File: src/rtl/rope_pkg.sv
// Shared types and fixed-point constants for the rotary position embedding pair unit.
package rope_pkg;

  localparam int MUL_W = 32;
  localparam int EXP_FB = 32;
  localparam int TRIG_FB = 30;
  localparam int EXP_TERMS = 12;
  localparam int TRIG_TERMS = 8;
  localparam int DIV_STAGES = 12;
  localparam int DIV_STEP = 4;
  localparam int DIV_W = 48;

  localparam logic [31:0] LN2_Q32 = 32'hB172_17F8;
  localparam logic [31:0] INV_TWO_PI_Q32 = 32'h28BE_60DC;
  localparam logic [30:0] HALF_PI_Q30 = 31'h6487_ED51;

  typedef enum logic [0:0] {
    REG_HEAD_SIZE = 1'b0,
    REG_LOG2_BASE = 1'b1
  } cfg_reg_t;

  typedef enum logic [1:0] {
    QUAD_0 = 2'd0,
    QUAD_1 = 2'd1,
    QUAD_2 = 2'd2,
    QUAD_3 = 2'd3
  } quad_t;

  typedef struct packed {
    logic signed [15:0] x;
    logic signed [15:0] y;
    logic [15:0]        pos;
  } item_t;

  typedef struct packed {
    logic [DIV_W-1:0] num;
    logic [8:0]       rem;
    logic [DIV_W-1:0] quo;
  } div_t;

  typedef struct packed {
    logic [31:0] q;
    logic        big;
    logic [5:0]  nsh;
  } exp_side_t;

  typedef struct packed {
    quad_t       quad;
    logic [30:0] ang;
    logic [31:0] ang_sq;
  } trig_side_t;

endpackage

File: src/rtl/rope_horner_step.sv
// One Horner term acc = 1 - mul*acc/K over three register stages.
module rope_horner_step #(
  parameter int unsigned K = 1,
  parameter int FB = 32
) (
  input  logic                       clk,
  input  logic                       en,
  input  logic [rope_pkg::MUL_W-1:0] mul,
  input  logic [FB:0]                acc_in,
  output logic [FB:0]                acc_out
);
  import rope_pkg::*;

  localparam int L = $clog2(K + 1) - 1;
  localparam bit POW2 = (K & (K - 1)) == 0;
  localparam logic [63:0] MFULL = (64'd1 << (32 + L)) / K;
  localparam logic [31:0] M = MFULL[31:0];
  localparam logic [FB:0] ONE = {1'b1, {FB{1'b0}}};

  logic [MUL_W+FB:0] prod;
  logic [31:0]       p1;
  logic [31:0]       p2;
  logic [63:0]       pm;
  logic [31:0]       qe;
  logic [40:0]       rem;
  logic [31:0]       term;

  assign prod = mul * acc_in;

  always_comb begin
    if (POW2) begin
      qe = p2 >> L;
    end else begin
      qe = 32'(pm >> (32 + L));
    end
    rem = 41'(p2) - 41'(qe) * 41'(K);
    // reciprocal estimate is at most one low
    term = (!POW2 && rem >= 41'(K)) ? qe + 32'd1 : qe;
  end

  always_ff @(posedge clk) begin
    if (en) begin
      p1 <= prod[FB+31:FB];
      p2 <= p1;
      pm <= p1 * M;
      acc_out <= (33'(term) > 33'(ONE)) ? '0 : ONE - (FB+1)'(term);
    end
  end

endmodule

File: config.mk
export PLATFORM = sky130hd
export DESIGN_NAME = rope_horner_step
export DESIGN_NICKNAME = d
export VERILOG_FILES = /design/src/rtl/rope_pkg.sv /design/src/rtl/rope_horner_step.sv
export SDC_FILE = /design/constraint.sdc
export NUM_CORES = 2
export LEC_CHECK = 0
export BUFFER_PORTS_ARGS = -buffer_cell sky130_fd_sc_hd__buf_4
export CAP_MARGIN = 20
export CORE_UTILIZATION = 45
export DETAILED_ROUTE_END_ITERATION = 16
export HOLD_SLACK_MARGIN = 0.03
export MAX_ROUTING_LAYER = met4
export PLACE_DENSITY_LB_ADDON = 0.1
export REMOVE_ABC_BUFFERS = 1
export SYNTH_ARGS = -nofsm -noshare
export SYNTH_HDL_FRONTEND = slang
export SYNTH_SLANG_ARGS = --single-unit
File: constraint.sdc
create_clock -name clk -period 8.56 [get_ports clk]
set_input_delay 1.284 -clock clk [delete_from_list [all_inputs] [get_ports clk]]
set_output_delay 1.284 -clock clk [all_outputs]
set_load 0.05 [all_outputs]
After elaboration in Yosys (flattened, before gate mapping). Cells that the tools add are included.

Register bits: 97. Input port bits: 67. Output and inout bits: 33. Logic and storage cells: 6.

Add/sub/neg operators: 1. Multipliers: 1. Order comparisons: 1.

Operators with widths (number): multiplier 32 x 33 -> 64 bit (1); > comparator 32 x 33 -> 1 bit, second input constant (1); subtractor 33 x 32 -> 33 bit, first input constant (1).

Longest topological paths before layout.
Depth in word-level cells: 1. Gate-level depth with buffers: 29. Mapped depth without buffers: 28.

Worst setup path after synthesis. Ideal clock, no wire load.

Path type: input-to-reg. Start: input acc_in[12]. End: register p1[21] (data pin). Setup time: 0.263 ns. Arrival time: 8.011 ns. Required time: 8.297 ns. Setup slack: 0.286 ns. Stages on the path: 27. Buffers on the path: 1. Cells stage by stage: clkbuf_1 > and2_1 > fa_1 > fa_1 > fa_1 > inv_1 > fa_1 > inv_1 > fa_1 > inv_1 > fa_1 > inv_1 > fa_1 > inv_1 > fa_1 > inv_1 > ha_1 > and3_1 > nand3_1 > or4_1 > o311ai_2 > o21ai_2 > o31ai_4 > a31o_4 > a21oi_2 > o221ai_2 > xor2_1.

Longest elaborated chain between the ends: 1.

Ends and longest elaborated chain: from (decl) (RTL line rope_horner_step.sv:9) `input logic [FB:0] acc_in,`; multiplier 32 x 33 -> 64 bit (RTL line rope_horner_step.sv:28) `assign prod = mul * acc_in;`; net prod[53] (RTL line rope_horner_step.sv:20) `logic [MUL_W+FB:0] prod;`; to (signal assigned) (RTL line rope_horner_step.sv:43) `p1 <= prod[FB+31:FB];`; to (decl) (RTL line rope_horner_step.sv:21) `logic [31:0] p1;`.

The timed path passes the listed nets, and every way through them passes these cells. A chain may end at the register's enable or synchronous reset.

Worst setup path in the final report.
Start: input mul[9] (netlist name). End: register p1[21] (data pin).

Longest elaborated chain between the ends: 1.

Ends and longest elaborated chain: from (decl) (RTL line rope_horner_step.sv:8) `input logic [rope_pkg::MUL_W-1:0] mul,`; multiplier 32 x 33 -> 64 bit (RTL line rope_horner_step.sv:28); net prod[53] (RTL line rope_horner_step.sv:20).

The timed path passes the listed nets, and every way through them passes these cells.

==> results.toml <==
[clocking]
path_clk_slew_ns = 0.06
numCtsBuffers = 9
root_buffer = "clkbuf_16"
insertion_delay_ns = 0.34
cts_sinks = 97
cts_tree = "built"
h-tree-depth = 3
clk_path_buf_depth = 2

[outcome]
status = "complete, no violations"

[timing]
final_hold_viol_count = 0
tns_ns = 0
rsz0062_at_grt = "false"
worstMarginPinSlew_ns = 0.782
drv_slew = 0
slew_headroom_pct = 47.9
period_needed_ns = 8.24
min_period_over_period_pct = 96.3
fin_skew_ns = 0.00659
final-setup-viol-count = 0
fmax_ghz = 0.121

[placed_design]
portBuffers = 99
dp_cells = 4976
postPlaceCellArea_mm2 = 0.0394
post-dp-hpwl_um = 82400
gp_congestion = 0.883

[logic_synthesis]
synth-async-reset-ratio_pct = 0
synth_cells = 3814
synth_area_mm2 = 0.0363
ys_seq_area_share_pct = 8.02
synth_edf_count = 97
yosys_most_used_dff = "edfxtp_1"
ys_types = 53
yosysWarningCount = 0
ys_ff_latch = 97
syn_avg_cell_area_um2 = 9.53

[global_routing]
grt_usage_pct = 24.8
grt_pass1_wl_um = 153000
grt_overflow = 0
antenna_found_initial = 2
grt_pass1_vias = 27700
grt_max_degree = 64

[flow_run]
drv_cap = 0

[route]
drt-total-wl_um = 93200
wl_per_cell_um = 18.7
vias_per_cell = 4.98
vias = 24900
drc = 0
drt_iter0_drc = 958
dr.pass1.iters = 5
antenna_left = 0

[final_layout]
area_delta_synth_final_pct = 9.39
layout.cells.non_filler = 4995
drive_above_1_share_pct = 8.70
finalInstanceArea_mm2 = 0.0397
fin_nets = 5184

[setup_path]
path_class = "input pin to flop"
worstPathArrival_ns = 8.33
setup.worst_path.start = "mul[9]"
cp.required_ns = 8.65
cp-start-kind = "input pin"
r2r_start = "p2[2]$_DFFE_PP_"
critical_path_peak_fanout = 17
endpoint_kind = "flop"

[floorplanning]
rows = 103
fp.dieArea_mm2 = 0.0819
chipHeight_um = 286
ios = 100
die_w_um = 286
start_util_pct = 45.8
coreArea_mm2 = 0.0794

[min_path]
hold_class = "flop to flop"
min-delay-start = "p1[13]$_DFFE_PP_"
-- kinds of logic (layout without fill, tap and decap cells) --
family	count (synthesis)	after routing	share of synthesized area (%)
adders and majority gates	1180	1180	59.7
DFF	97	97	8.02
buffers and inverters	1136	1264	11.7
other	0	3	0
AOI/OAI and AO/OA	133	133	2.40
and+or+nand+nor	1199	1199	16.5
muxes	1	1	0.0310
xor gates and xnor gates	68	68	1.64
-- through the flow --
| step | setup slack [ns] | utilization, % | hold WS [ns] |
|---|---|---|---|
| final | 0.320 | 50.1 | 0.418 |
| after floorplan | 0.448 | - | 0.400 |
| after CTS | 0.245 | 50.0 | 0.420 |
| after detailed placement | -0.103 | 49.7 | 0.405 |
| after global routing | 0.00965 | 50.1 | 0.422 |
| after global placement | -0.0778 | 49.7 | 0.401 |
-- what timing repair did --
action	in CTS	in global routing
setup endpoints to repair	0	7
setup buffers	0	0
gates resized for setup	0	6
hold buffers	0	0
-- path summary, 6_finish.rpt --
check	depth (start not counted)	slack [ns]	end
max	26	0.32	p1[21]$_DFFE_PP_
min	0	0.42	p2[13]$_DFFE_PP_
max reg2reg	9	5.66	acc_out[28]$_DFFE_PP_
min reg2reg	0	0.42	p2[13]$_DFFE_PP_
-- cells in the final DEF, fill, tap and decap left out, drive strengths merged, types with 28 or more instances in the layout --
master    n
buf     311
fa      924
ha      256
a21oi    47
xnor2    45
and2    501
nand2   589
nor2     28
edfxtp   97
inv     938
-- worst max-delay path, cell delays in order --
cell and delay [ns]:
buf_4 0.25, buf_4 0.22, and2_1 0.16, fa_1 0.45, fa_1 0.57, inv_1 0.06
fa_1 0.49, fa_1 0.51, inv_1 0.05, fa_1 0.59, fa_1 0.44, fa_1 0.52
inv_1 0.06, fa_1 0.47, inv_1 0.04, ha_1 0.33, a21o_1 0.20, a21o_1 0.17
a21oi_1 0.18, nand4_1 0.13, o21ai_2 0.29, o31ai_4 0.10, a31o_4 0.26, a21oi_2 0.22
o221ai_2 0.12, xor2_1 0.15
-- routing by layer --
| layer | track usage [%] | up-vias | wire, µm |
|---|---|---|---|
| met1 | 31.9 | 13200 | 40100 |
| li1 | - | 11200 | - |
| met3 | 1.45 | 70 | 2580 |
| met4 | 3.56 | 0 | 1290 |
| met5 | - | - | 0 |
| met2 | 44.2 | 382 | 49200 |
-- cells in the mapped netlist, types with 4 or more instances --
library cell / number / share of area, %
fa_1: 924 / 51
and3_1: 6 / 0.10
or3_1: 6 / 0.10
nand3b_1: 4 / 0.083
ha_1: 256 / 8.8
nor3_1: 10 / 0.14
xor2_1: 23 / 0.55
edfxtp_1: 97 / 8.0
inv_1: 937 / 9.7
clkbuf_1: 199 / 2.1
o21ai_0: 25 / 0.34
nand3_1: 5 / 0.069
a21oi_1: 46 / 0.63
nand4_1: 15 / 0.26
and2_1: 501 / 8.6
nor2_1: 28 / 0.29
nand2_1: 589 / 6.1
a31oi_1: 5 / 0.086
a21o_1: 25 / 0.52
and4_1: 5 / 0.12
xnor2_1: 45 / 1.1
nor2b_1: 7 / 0.12
nand2b_1: 4 / 0.069
nor4_1: 7 / 0.12
a21boi_0: 4 / 0.083
-- flip-flops by register name, summed over array words and instances, names as in the netlist --
| register | flops |
|---|---|
| acc_out | 33 |
| p2 | 32 |
| p1 | 32 |
-- final cells by class --
cell class / instances / area, µm²
Antenna cell: 3 / 7.51
Inverter: 937 / 3520
Clock inverter: 7 / 70.1
Fill cell: 7663 / 39600
Tap cell: 1050 / 1310
Timing Repair Buffer: 311 / 2520
Clock buffer: 9 / 225
Multi-Input combinational cell: 2581 / 29200
Sequential cell: 97 / 2910
Power is not shown: default switching activity piles up to over one toggle a cycle in this logic, so the estimate is an artifact.
